===== config.mk =====
export PLATFORM = sky130hd
export DESIGN_NAME = multi_line_ring_cadence
export DESIGN_NICKNAME = d
export VERILOG_FILES = /design/src/sv/mlrc_pkg.sv /design/src/sv/mlrc_line_unit.sv /design/src/sv/multi_line_ring_cadence.sv
export SDC_FILE = /design/constraint.sdc
export NUM_CORES = 1
export LEC_CHECK = 0
export ABC_AREA = 0
export ABC_CLOCK_PERIOD_IN_PS = 14300
export BUFFER_PORTS_ARGS = -buffer_cell sky130_fd_sc_hd__buf_2
export CORE_MARGIN = 2
export CORE_UTILIZATION = 30
export CTS_CLUSTER_SIZE = 8
export DETAILED_ROUTE_END_ITERATION = 7
export PLACE_DENSITY = 0.54
export SLEW_MARGIN = 20
export SYNTH_ARGS = -nofsm -noshare
export SYNTH_HDL_FRONTEND = slang
export SYNTH_SLANG_ARGS = --single-unit

===== constraint.sdc =====
create_clock -name clk -period 14.3 [get_ports clk]
set_input_delay 2.145 -clock clk [delete_from_list [all_inputs] [get_ports clk]]
set_output_delay 2.145 -clock clk [all_outputs]
set_load 0.01 [all_outputs]

===== src/sv/mlrc_pkg.sv =====
package mlrc_pkg;

    localparam int LINES_DEF          = 8;
    localparam int LINES_PER_BANK_DEF = 4;

    // Forward-reverse pin flips after this many ticks of a burst
    localparam logic [4:0] TOGGLE_TICKS = 5'd25;
    localparam logic [4:0] TOGGLE_MAX   = 5'd31;

    localparam logic [15:0] RING_LENGTH_RESET = 16'd2000;
    localparam logic [15:0] RING_PAUSE_RESET  = 16'd4000;
    localparam logic [7:0]  RING_ITER_RESET   = 8'd5;

    localparam int CFG_IDX_W  = 2;
    localparam int CFG_DATA_W = 16;

    localparam logic [CFG_IDX_W-1:0] REG_RING_LENGTH = 2'd0;
    localparam logic [CFG_IDX_W-1:0] REG_RING_PAUSE  = 2'd1;
    localparam logic [CFG_IDX_W-1:0] REG_RING_ITER   = 2'd2;

    localparam logic [1:0] CMD_TICK     = 2'd0;
    localparam logic [1:0] CMD_START    = 2'd1;
    localparam logic [1:0] CMD_STOP     = 2'd2;
    localparam logic [1:0] CMD_STOP_ALL = 2'd3;

    localparam logic PIN_FR = 1'b0;
    localparam logic PIN_RM = 1'b1;

    typedef enum logic [1:0] {
        PH_IDLE  = 2'd0,
        PH_RING  = 2'd1,
        PH_PAUSE = 2'd2
    } phase_t;

    typedef enum logic {
        OP_TICK = 1'b0,
        OP_STOP = 1'b1
    } unit_op_t;

    typedef struct packed {
        logic [1:0] cmd;
        logic [2:0] line;
        logic [7:0] idle_mask;
    } cmd_item_t;

    typedef struct packed {
        logic       bank;
        logic [2:0] out_line;
        logic       pin_sel;
        logic       level;
        logic       last;
    } pin_item_t;

    typedef struct packed {
        phase_t      phase;
        logic [7:0]  burst_count;
        logic [15:0] phase_elapsed;
        logic [4:0]  toggle_elapsed;
        logic        fr_level;
        logic        rm_driven;
    } line_rec_t;

    typedef struct packed {
        logic [15:0] ring_length;
        logic [15:0] ring_pause;
        logic [7:0]  ring_iter;
    } ring_cfg_t;

    // Up to five pin writes one line can cause in one pass
    typedef struct packed {
        logic [2:0] count;
        logic [4:0] pin_sel;
        logic [4:0] level;
    } wr_list_t;

endpackage


===== src/sv/mlrc_line_unit.sv =====
module mlrc_line_unit
(
    input  mlrc_pkg::line_rec_t rec,
    input  mlrc_pkg::unit_op_t  op,
    input  logic                idle,
    input  mlrc_pkg::ring_cfg_t cfg,
    output mlrc_pkg::line_rec_t rec_next,
    output mlrc_pkg::wr_list_t  writes
);

    always_comb
    begin
        mlrc_pkg::line_rec_t r;
        logic [2:0]          n;
        logic [4:0]          pins;
        logic [4:0]          lvls;

        r    = rec;
        n    = 3'd0;
        pins = '0;
        lvls = '0;

        if (rec.phase != mlrc_pkg::PH_IDLE)
        begin
            if (op == mlrc_pkg::OP_STOP || !idle)
            begin
                pins[n] = mlrc_pkg::PIN_FR; lvls[n] = 1'b0; n = n + 3'd1;
                pins[n] = mlrc_pkg::PIN_RM; lvls[n] = 1'b0; n = n + 3'd1;
                r.phase = mlrc_pkg::PH_IDLE;
            end
            else
            begin
                if (rec.phase_elapsed != 16'hFFFF)
                begin
                    r.phase_elapsed = rec.phase_elapsed + 16'd1;
                end
                if (rec.phase == mlrc_pkg::PH_RING)
                begin
                    if (!rec.rm_driven)
                    begin
                        pins[n] = mlrc_pkg::PIN_RM; lvls[n] = 1'b1; n = n + 3'd1;
                        r.rm_driven = 1'b1;
                    end
                    if (rec.toggle_elapsed < mlrc_pkg::TOGGLE_MAX)
                    begin
                        r.toggle_elapsed = rec.toggle_elapsed + 5'd1;
                    end
                    if (r.toggle_elapsed >= mlrc_pkg::TOGGLE_TICKS)
                    begin
                        r.fr_level       = ~rec.fr_level;
                        pins[n]          = mlrc_pkg::PIN_FR;
                        lvls[n]          = r.fr_level;
                        n                = n + 3'd1;
                        r.toggle_elapsed = 5'd0;
                    end
                    if (r.phase_elapsed >= cfg.ring_length)
                    begin
                        pins[n] = mlrc_pkg::PIN_FR; lvls[n] = 1'b0; n = n + 3'd1;
                        r.fr_level = 1'b0;
                        if (rec.burst_count != 8'hFF)
                        begin
                            r.burst_count = rec.burst_count + 8'd1;
                        end
                        if (r.burst_count >= cfg.ring_iter)
                        begin
                            pins[n] = mlrc_pkg::PIN_FR; lvls[n] = 1'b0; n = n + 3'd1;
                            pins[n] = mlrc_pkg::PIN_RM; lvls[n] = 1'b0; n = n + 3'd1;
                            r.phase = mlrc_pkg::PH_IDLE;
                        end
                        else
                        begin
                            r.phase         = mlrc_pkg::PH_PAUSE;
                            r.phase_elapsed = 16'd0;
                        end
                    end
                end
                else if (r.phase_elapsed >= cfg.ring_pause)
                begin
                    r.phase          = mlrc_pkg::PH_RING;
                    r.phase_elapsed  = 16'd0;
                    r.toggle_elapsed = 5'd0;
                    r.fr_level       = 1'b0;
                    r.rm_driven      = 1'b0;
                end
            end
        end

        rec_next       = r;
        writes.count   = n;
        writes.pin_sel = pins;
        writes.level   = lvls;
    end

endmodule


===== src/sv/multi_line_ring_cadence.sv =====
// Ring cadence generator for up to LINES telephone lines. Each accepted command
// transaction yields zero or more pin-write transactions on the wr channel, the
// final one flagged by last. A start command writes no pins.
// A tick or stop-all walks every line through one shared line-update unit: each
// line is evaluated, then its pin writes are emitted, and a closing flush step
// releases the final write. A single-line stop evaluates only that line. The
// unit evaluates one line per pass and the output register issues one write per
// cycle unless wr stalls; cmd_ready is low for the whole of a walk.
// Configuration writes are taken at any time and belong between commands.
module multi_line_ring_cadence
#(
    parameter int LINES          = mlrc_pkg::LINES_DEF,
    parameter int LINES_PER_BANK = mlrc_pkg::LINES_PER_BANK_DEF
)
(
    input  logic                                clk,
    input  logic                                rst_n,
    input  logic                                cmd_valid,
    output logic                                cmd_ready,
    input  mlrc_pkg::cmd_item_t                 cmd_item,
    output logic                                wr_valid,
    input  logic                                wr_ready,
    output mlrc_pkg::pin_item_t                 wr_item,
    input  logic                                cfg_valid,
    output logic                                cfg_ready,
    input  logic [mlrc_pkg::CFG_IDX_W-1:0]      cfg_index,
    input  logic [mlrc_pkg::CFG_DATA_W-1:0]     cfg_data
);

    localparam int IDX_W = (LINES > 1) ? $clog2(LINES) : 1;
    localparam logic [IDX_W-1:0] LAST_IDX = IDX_W'(LINES - 1);

    // Record of a freshly started line
    localparam mlrc_pkg::line_rec_t START_REC = '{
        phase:          mlrc_pkg::PH_RING,
        burst_count:    8'd0,
        phase_elapsed:  16'd0,
        toggle_elapsed: 5'd0,
        fr_level:       1'b0,
        rm_driven:      1'b0
    };

    typedef enum logic [1:0] {
        S_IDLE,
        S_EVAL,
        S_EMIT,
        S_FLUSH
    } state_t;

    state_t              state_reg, state_next;
    logic [1:0]          cmd_reg, cmd_next;
    logic [7:0]          mask_reg, mask_next;
    logic [IDX_W-1:0]    idx_reg, idx_next;
    logic                single_reg, single_next;
    mlrc_pkg::wr_list_t  list_reg, list_next;
    logic [2:0]          ptr_reg, ptr_next;
    logic                hold_valid_reg, hold_valid_next;
    mlrc_pkg::pin_item_t hold_reg, hold_next;
    logic                out_valid_reg, out_valid_next;
    mlrc_pkg::pin_item_t out_reg, out_next;

    mlrc_pkg::line_rec_t rec_reg [LINES];
    mlrc_pkg::ring_cfg_t cfg_reg;

    mlrc_pkg::line_rec_t unit_rec;
    mlrc_pkg::wr_list_t  unit_list;
    mlrc_pkg::unit_op_t  unit_op;
    logic                unit_idle;
    logic [3:0]          idx_w4;
    logic                cmd_accept;
    logic                start_line_ok;
    logic                start_ok;
    logic [IDX_W-1:0]    cmd_idx;
    logic                out_free;
    mlrc_pkg::pin_item_t cur_wr;

    assign cmd_ready  = (state_reg == S_IDLE);
    assign cmd_accept = cmd_valid && cmd_ready;
    assign cfg_ready  = 1'b1;
    assign wr_valid   = out_valid_reg;
    assign wr_item    = out_reg;

    assign start_line_ok = (32'(cmd_item.line) < LINES);
    assign cmd_idx       = IDX_W'(cmd_item.line);
    assign start_ok      = start_line_ok && cmd_item.idle_mask[cmd_item.line];

    // Lines past the width of the idle mask always read as busy
    assign idx_w4    = 4'(idx_reg);
    assign unit_idle = !idx_w4[3] && mask_reg[idx_w4[2:0]];
    assign unit_op   = (cmd_reg == mlrc_pkg::CMD_TICK) ? mlrc_pkg::OP_TICK
                                                       : mlrc_pkg::OP_STOP;

    mlrc_line_unit u_line_unit
    (
        .rec      (rec_reg[idx_reg]),
        .op       (unit_op),
        .idle     (unit_idle),
        .cfg      (cfg_reg),
        .rec_next (unit_rec),
        .writes   (unit_list)
    );

    assign out_free = !out_valid_reg || wr_ready;

    always_comb
    begin
        cur_wr.bank     = (32'(idx_reg) >= LINES_PER_BANK);
        cur_wr.out_line = idx_w4[2:0];
        cur_wr.pin_sel  = list_reg.pin_sel[ptr_reg];
        cur_wr.level    = list_reg.level[ptr_reg];
        cur_wr.last     = 1'b0;
    end

    always_comb
    begin
        state_next      = state_reg;
        cmd_next        = cmd_reg;
        mask_next       = mask_reg;
        idx_next        = idx_reg;
        single_next     = single_reg;
        list_next       = list_reg;
        ptr_next        = ptr_reg;
        hold_valid_next = hold_valid_reg;
        hold_next       = hold_reg;
        out_valid_next  = out_valid_reg;
        out_next        = out_reg;

        if (out_valid_reg && wr_ready)
        begin
            out_valid_next = 1'b0;
        end

        case (state_reg)
            S_IDLE:
            begin
                if (cmd_accept)
                begin
                    cmd_next  = cmd_item.cmd;
                    mask_next = cmd_item.idle_mask;
                    if (cmd_item.cmd == mlrc_pkg::CMD_TICK ||
                        cmd_item.cmd == mlrc_pkg::CMD_STOP_ALL)
                    begin
                        idx_next    = '0;
                        single_next = 1'b0;
                        state_next  = S_EVAL;
                    end
                    else if (cmd_item.cmd == mlrc_pkg::CMD_STOP && start_line_ok)
                    begin
                        idx_next    = cmd_idx;
                        single_next = 1'b1;
                        state_next  = S_EVAL;
                    end
                end
            end
            S_EVAL:
            begin
                list_next  = unit_list;
                ptr_next   = 3'd0;
                state_next = S_EMIT;
            end
            S_EMIT:
            begin
                // Keep one write back so the final one can carry last
                if (ptr_reg < list_reg.count)
                begin
                    if (!hold_valid_reg)
                    begin
                        hold_valid_next = 1'b1;
                        hold_next       = cur_wr;
                        ptr_next        = ptr_reg + 3'd1;
                    end
                    else if (out_free)
                    begin
                        out_valid_next = 1'b1;
                        out_next       = hold_reg;
                        hold_next      = cur_wr;
                        ptr_next       = ptr_reg + 3'd1;
                    end
                end
                else if (single_reg || idx_reg == LAST_IDX)
                begin
                    state_next = S_FLUSH;
                end
                else
                begin
                    idx_next   = idx_reg + IDX_W'(1);
                    state_next = S_EVAL;
                end
            end
            S_FLUSH:
            begin
                if (!hold_valid_reg)
                begin
                    state_next = S_IDLE;
                end
                else if (out_free)
                begin
                    out_valid_next  = 1'b1;
                    out_next        = hold_reg;
                    out_next.last   = 1'b1;
                    hold_valid_next = 1'b0;
                    state_next      = S_IDLE;
                end
            end
            default:
            begin
                state_next = S_IDLE;
            end
        endcase
    end

    always_ff @(posedge clk or negedge rst_n)
    begin
        if (!rst_n)
        begin
            state_reg      <= S_IDLE;
            hold_valid_reg <= 1'b0;
            out_valid_reg  <= 1'b0;
        end
        else
        begin
            state_reg      <= state_next;
            hold_valid_reg <= hold_valid_next;
            out_valid_reg  <= out_valid_next;
        end
    end

    always_ff @(posedge clk)
    begin
        cmd_reg    <= cmd_next;
        mask_reg   <= mask_next;
        idx_reg    <= idx_next;
        single_reg <= single_next;
        list_reg   <= list_next;
        ptr_reg    <= ptr_next;
        hold_reg   <= hold_next;
        out_reg    <= out_next;
    end

    always_ff @(posedge clk or negedge rst_n)
    begin
        if (!rst_n)
        begin
            for (int i = 0; i < LINES; i++)
            begin
                rec_reg[i] <= '0;
            end
        end
        else if (state_reg == S_EVAL)
        begin
            rec_reg[idx_reg] <= unit_rec;
        end
        else if (cmd_accept && cmd_item.cmd == mlrc_pkg::CMD_START && start_ok)
        begin
            rec_reg[cmd_idx] <= START_REC;
        end
    end

    always_ff @(posedge clk or negedge rst_n)
    begin
        if (!rst_n)
        begin
            cfg_reg.ring_length <= mlrc_pkg::RING_LENGTH_RESET;
            cfg_reg.ring_pause  <= mlrc_pkg::RING_PAUSE_RESET;
            cfg_reg.ring_iter   <= mlrc_pkg::RING_ITER_RESET;
        end
        else if (cfg_valid && cfg_ready)
        begin
            case (cfg_index)
                mlrc_pkg::REG_RING_LENGTH: cfg_reg.ring_length <= cfg_data;
                mlrc_pkg::REG_RING_PAUSE:  cfg_reg.ring_pause  <= cfg_data;
                mlrc_pkg::REG_RING_ITER:   cfg_reg.ring_iter   <= cfg_data[7:0];
                default:                   ;
            endcase
        end
    end

endmodule


==> results.sh <==
export IMPL_fillers=5879
export IMPL_holdBufCountCts=0
export IMPL_post_cts_buffers=0
export IMPL_ir_drop_mv=0.0990
export IMPL_rows=89
export IMPL_cp_data_arrival_time_ns=8.18
export IMPL_post_cts_resized=0
export IMPL_required_ns=14.76
export IMPL_power_density_nw_per_um2=231
export IMPL_yosysTopAreaCellShare_pct=40.9
export IMPL_core_um2=59100
export IMPL_wl_um=58200
export IMPL_min_period_over_period_pct=53.9
export IMPL_holdPathStages=0
export IMPL_die_area_um2=61900
export IMPL_comb_power_share_pct=44.7
export IMPL_drt_initial_drc_count=1469
export IMPL_post_route_drc_count=2
export IMPL_vias_per_cell=5.74
export IMPL_synth_flop_cell="dfrtp_1"
export IMPL_dr_pass1_iters=8
export IMPL_multi_input_area_um2=8320
export IMPL_place_area_um2=19000
export IMPL_place_gp_congestion=0.938
export IMPL_critPathLaunchType="flop"
export IMPL_finalCriticalPeriod_ns=7.71
export IMPL_synth_area_per_cell_um2=11.1
export IMPL_ys_seq_elements=348
export IMPL_fin_tns_setup_ns=0
export IMPL_io_buffer_count=44
export IMPL_final_cell_area_um2=20300
export IMPL_intPower_mw=2.74
export IMPL_rsz0062_at_grt="no"
export IMPL_synth_seq_area_share_pct=49.7
export IMPL_htree_levels=2
export IMPL_reg2reg_depth=20
export IMPL_synthArstFlopShare_pct=88.5
export IMPL_largest_reg_flops=264
export IMPL_tritoncts="built"
export IMPL_power_leakage_nw=8.95
export IMPL_finalHoldViolCount=0
export IMPL_dp_cells=2363
export IMPL_antenna_left=0
export IMPL_cts_root_buf="clkbuf_16"
export IMPL_stdcell_count=2431
export IMPL_track_usage_pct=18.7
export IMPL_wire_per_inst_um=24.0
export IMPL_synth_cell_type_count=93
export IMPL_ys_top_cells_by_area="dfrtp_1 41%, edfxtp_1 6.7%, a22o_1 6.6%, mux4_2 4.3%, o21ai_0 3.9%"
export IMPL_final_max_slew_viol_count=0
export IMPL_clk_pin_slew_ns=0.06
export IMPL_grt_ovfl_total=0
export IMPL_violations="DRC"
export IMPL_pin_count=46
export IMPL_outcome="finished with violations"
export IMPL_numCtsBuffers=49
export IMPL_grt_pass1_wl_um=89000
export IMPL_cts_path_max_buffers=3
export IMPL_utilization_pct=34.4
export IMPL_synth_top_area_cell="dfrtp_1"
export IMPL_fmax_ghz=0.130
export IMPL_r2r_start="idx_reg[1]$_DFFE_PP_"
export IMPL_start_util_pct=30.4
export IMPL_syn_inst=1620
export IMPL_drive_gt1_share_pct=17.4
export IMPL_grt_max_degree=110
export IMPL_critPathKind="reg -> reg"
export IMPL_final_setup_viol_count=0
export IMPL_synth_commonest_cells="294 x dfrtp_1, 170 x nand2_1, 140 x o21ai_0"
export IMPL_fin_skew_ns=0.0174
export IMPL_min_from="hold_reg[1]$_DFFE_PP_"
export IMPL_r2r_end="rec_reg[238]$_DFFE_PN0P_"
export IMPL_hold_path_class="reg -> reg"
export IMPL_yosysWarnings=0
export IMPL_cp_end_kind="flop"
export IMPL_hold_end="wr_item[1]$_DFFE_PP_"
export IMPL_hpwlAfterDp_um=36200
export IMPL_seq_power_share_pct=32.5
export IMPL_antenna_found_initial=0
export IMPL_seq_area_um2=8930
export IMPL_power_switching_mw=1.94
export IMPL_synth_edf_count=40
export IMPL_path_max_fanout=55
export IMPL_fp_dieW_um=249
export IMPL_syn_area_um2=18000
export IMPL_num_nets_final=1732
export IMPL_grt_pass1_vias=14000
export IMPL_slew_headroom_pct=20.0
export IMPL_synth_fp_nets=1711
export IMPL_cts_sinks=348
export IMPL_ff2ff_setup_slack_ns=6.59
export IMPL_clockPowerShare_pct=22.8
export IMPL_max_cap_violations=0
export IMPL_n_antenna_cell=0
export IMPL_netSwitchingFraction_pct=41.4
export IMPL_vias=14000
export IMPL_syn2layout_area_growth_pct=13.1
export IMPL_clock_latency_ns=0.59
export IMPL_die_h_um=249
export IMPL_post_synth_top_count_cell="dfrtp_1"
export IMPL_worst_pin_slew_ns=1.20
[worst max-delay path by stage]
stage | startpoint | endpoint | depth (start not counted)
floorplan | idx_reg[1]$_DFFE_PP_ | list_reg[11]$_SDFFCE_PP0P_ | 24
global placement | idx_reg[1]$_DFFE_PP_ | rec_reg[40]$_DFFE_PN0P_ | 20
detailed placement | idx_reg[1]$_DFFE_PP_ | rec_reg[238]$_DFFE_PN0P_ | 20
CTS | idx_reg[1]$_DFFE_PP_ | rec_reg[238]$_DFFE_PN0P_ | 20
global route | idx_reg[1]$_DFFE_PP_ | rec_reg[139]$_DFFE_PN0P_ | 20
finish | idx_reg[1]$_DFFE_PP_ | rec_reg[238]$_DFFE_PN0P_ | 20
[power groups by stage]
stage	sequential [mW]	combinational (mW)	clock [mW]
after floorplan	1.49	1.48	0
after global placement	1.52	2.03	0
after detailed placement	1.53	2.06	0
after CTS	1.52	2.07	1.09
after global routing	1.56	2.29	1.13
final	1.52	2.09	1.07
[worst max-delay path, cell delays in order (launching register included)]
cell and delay (ns):
edfxtp_1 0.31, buf_4 0.50, buf_4 0.76, mux2i_1 0.16
mux4_2 0.51, nand2_1 0.30, ha_1 0.26, nand4_1 0.21
and3b_1 0.40, and3_1 0.63, mux2_4 0.39, ha_1 0.29
o211ai_1 0.19, a21oi_1 0.06, o41a_1 0.36, o21ai_0 0.63
a21bo_2 0.28, a21o_1 0.42, buf_4 0.34, a21oi_2 0.17
o31ai_1 0.30
[layout make-up]
| class | count | area share, % |
|---|---|---|
| sequential | 348 | 43.9 |
| timing repair buffer | 82 | 2.60 |
| clock inverter | 2 | 0.0677 |
| clock buffer | 66 | 6.56 |
| inverter | 63 | 1.16 |
| multi-input combinational | 1097 | 40.9 |
| tap | 773 | 4.76 |
[routing by layer]
layer	global-route usage (%)	up-vias	part of all wire, %
met5	0	-	0
met4	6.46	0	2.8
met3	3.66	121	7.6
met2	29.7	594	46
met1	25.4	7189	44
li1	-	6055	-
[placed cells by master, fill, tap and decap left out, drive strengths merged, types with 9 or more instances in the layout]
cell	netlist	final
dfrtp	294	294
nand2	171	171
o21ai	148	148
a22o	135	135
buf	44	82
clkbuf	68	66
inv	60	61
ha	55	55
mux2	53	53
a21oi	51	51
nor2	49	49
nand3	44	44
edfxtp	40	40
mux2i	38	38
mux4	34	34
a21o	21	21
a221oi	20	20
nand4	20	20
a22oi	20	20
nand2b	19	19
nor3	19	19
and3	17	17
o211ai	15	15
dfstp	14	14
and2	13	13
nor2b	12	12
xnor2	12	12
a31oi	11	11
o22ai	10	10
o31ai	9	9
[kinds of logic (layout without fill, tap and decap cells)]
logic type               after synthesis  count (layout)  synth area share, %
other                                  1               1               0.0209
AND/OR/NAND/NOR                      401             401                 11.0
XOR/XNOR                              15              15                0.898
AO/OA/AOI/OAI                        500             500                 20.3
multiplexers                         125             125                 9.76
flip-flops                           348             348                 49.7
buffers and inverters                175             213                 4.49
adder cells (fa/ha/maj)               55              55                 3.83
[stage by stage]
| step | hold slack, ns | total power, mW | setup WS [ns] |
|---|---|---|---|
| 5_1_grt | 0.436 | 4.98 | 6.13 |
| 2_1_floorplan | 0.400 | 2.96 | 8.56 |
| 4_1_cts | 0.421 | 4.69 | 6.69 |
| 6_report | 0.420 | 4.68 | 6.59 |
| 3_3_place_gp | 0.405 | 3.55 | 6.92 |
| 3_5_place_dp | 0.408 | 3.60 | 6.70 |
No activity file was read; power rests on OpenSTA's default activity.
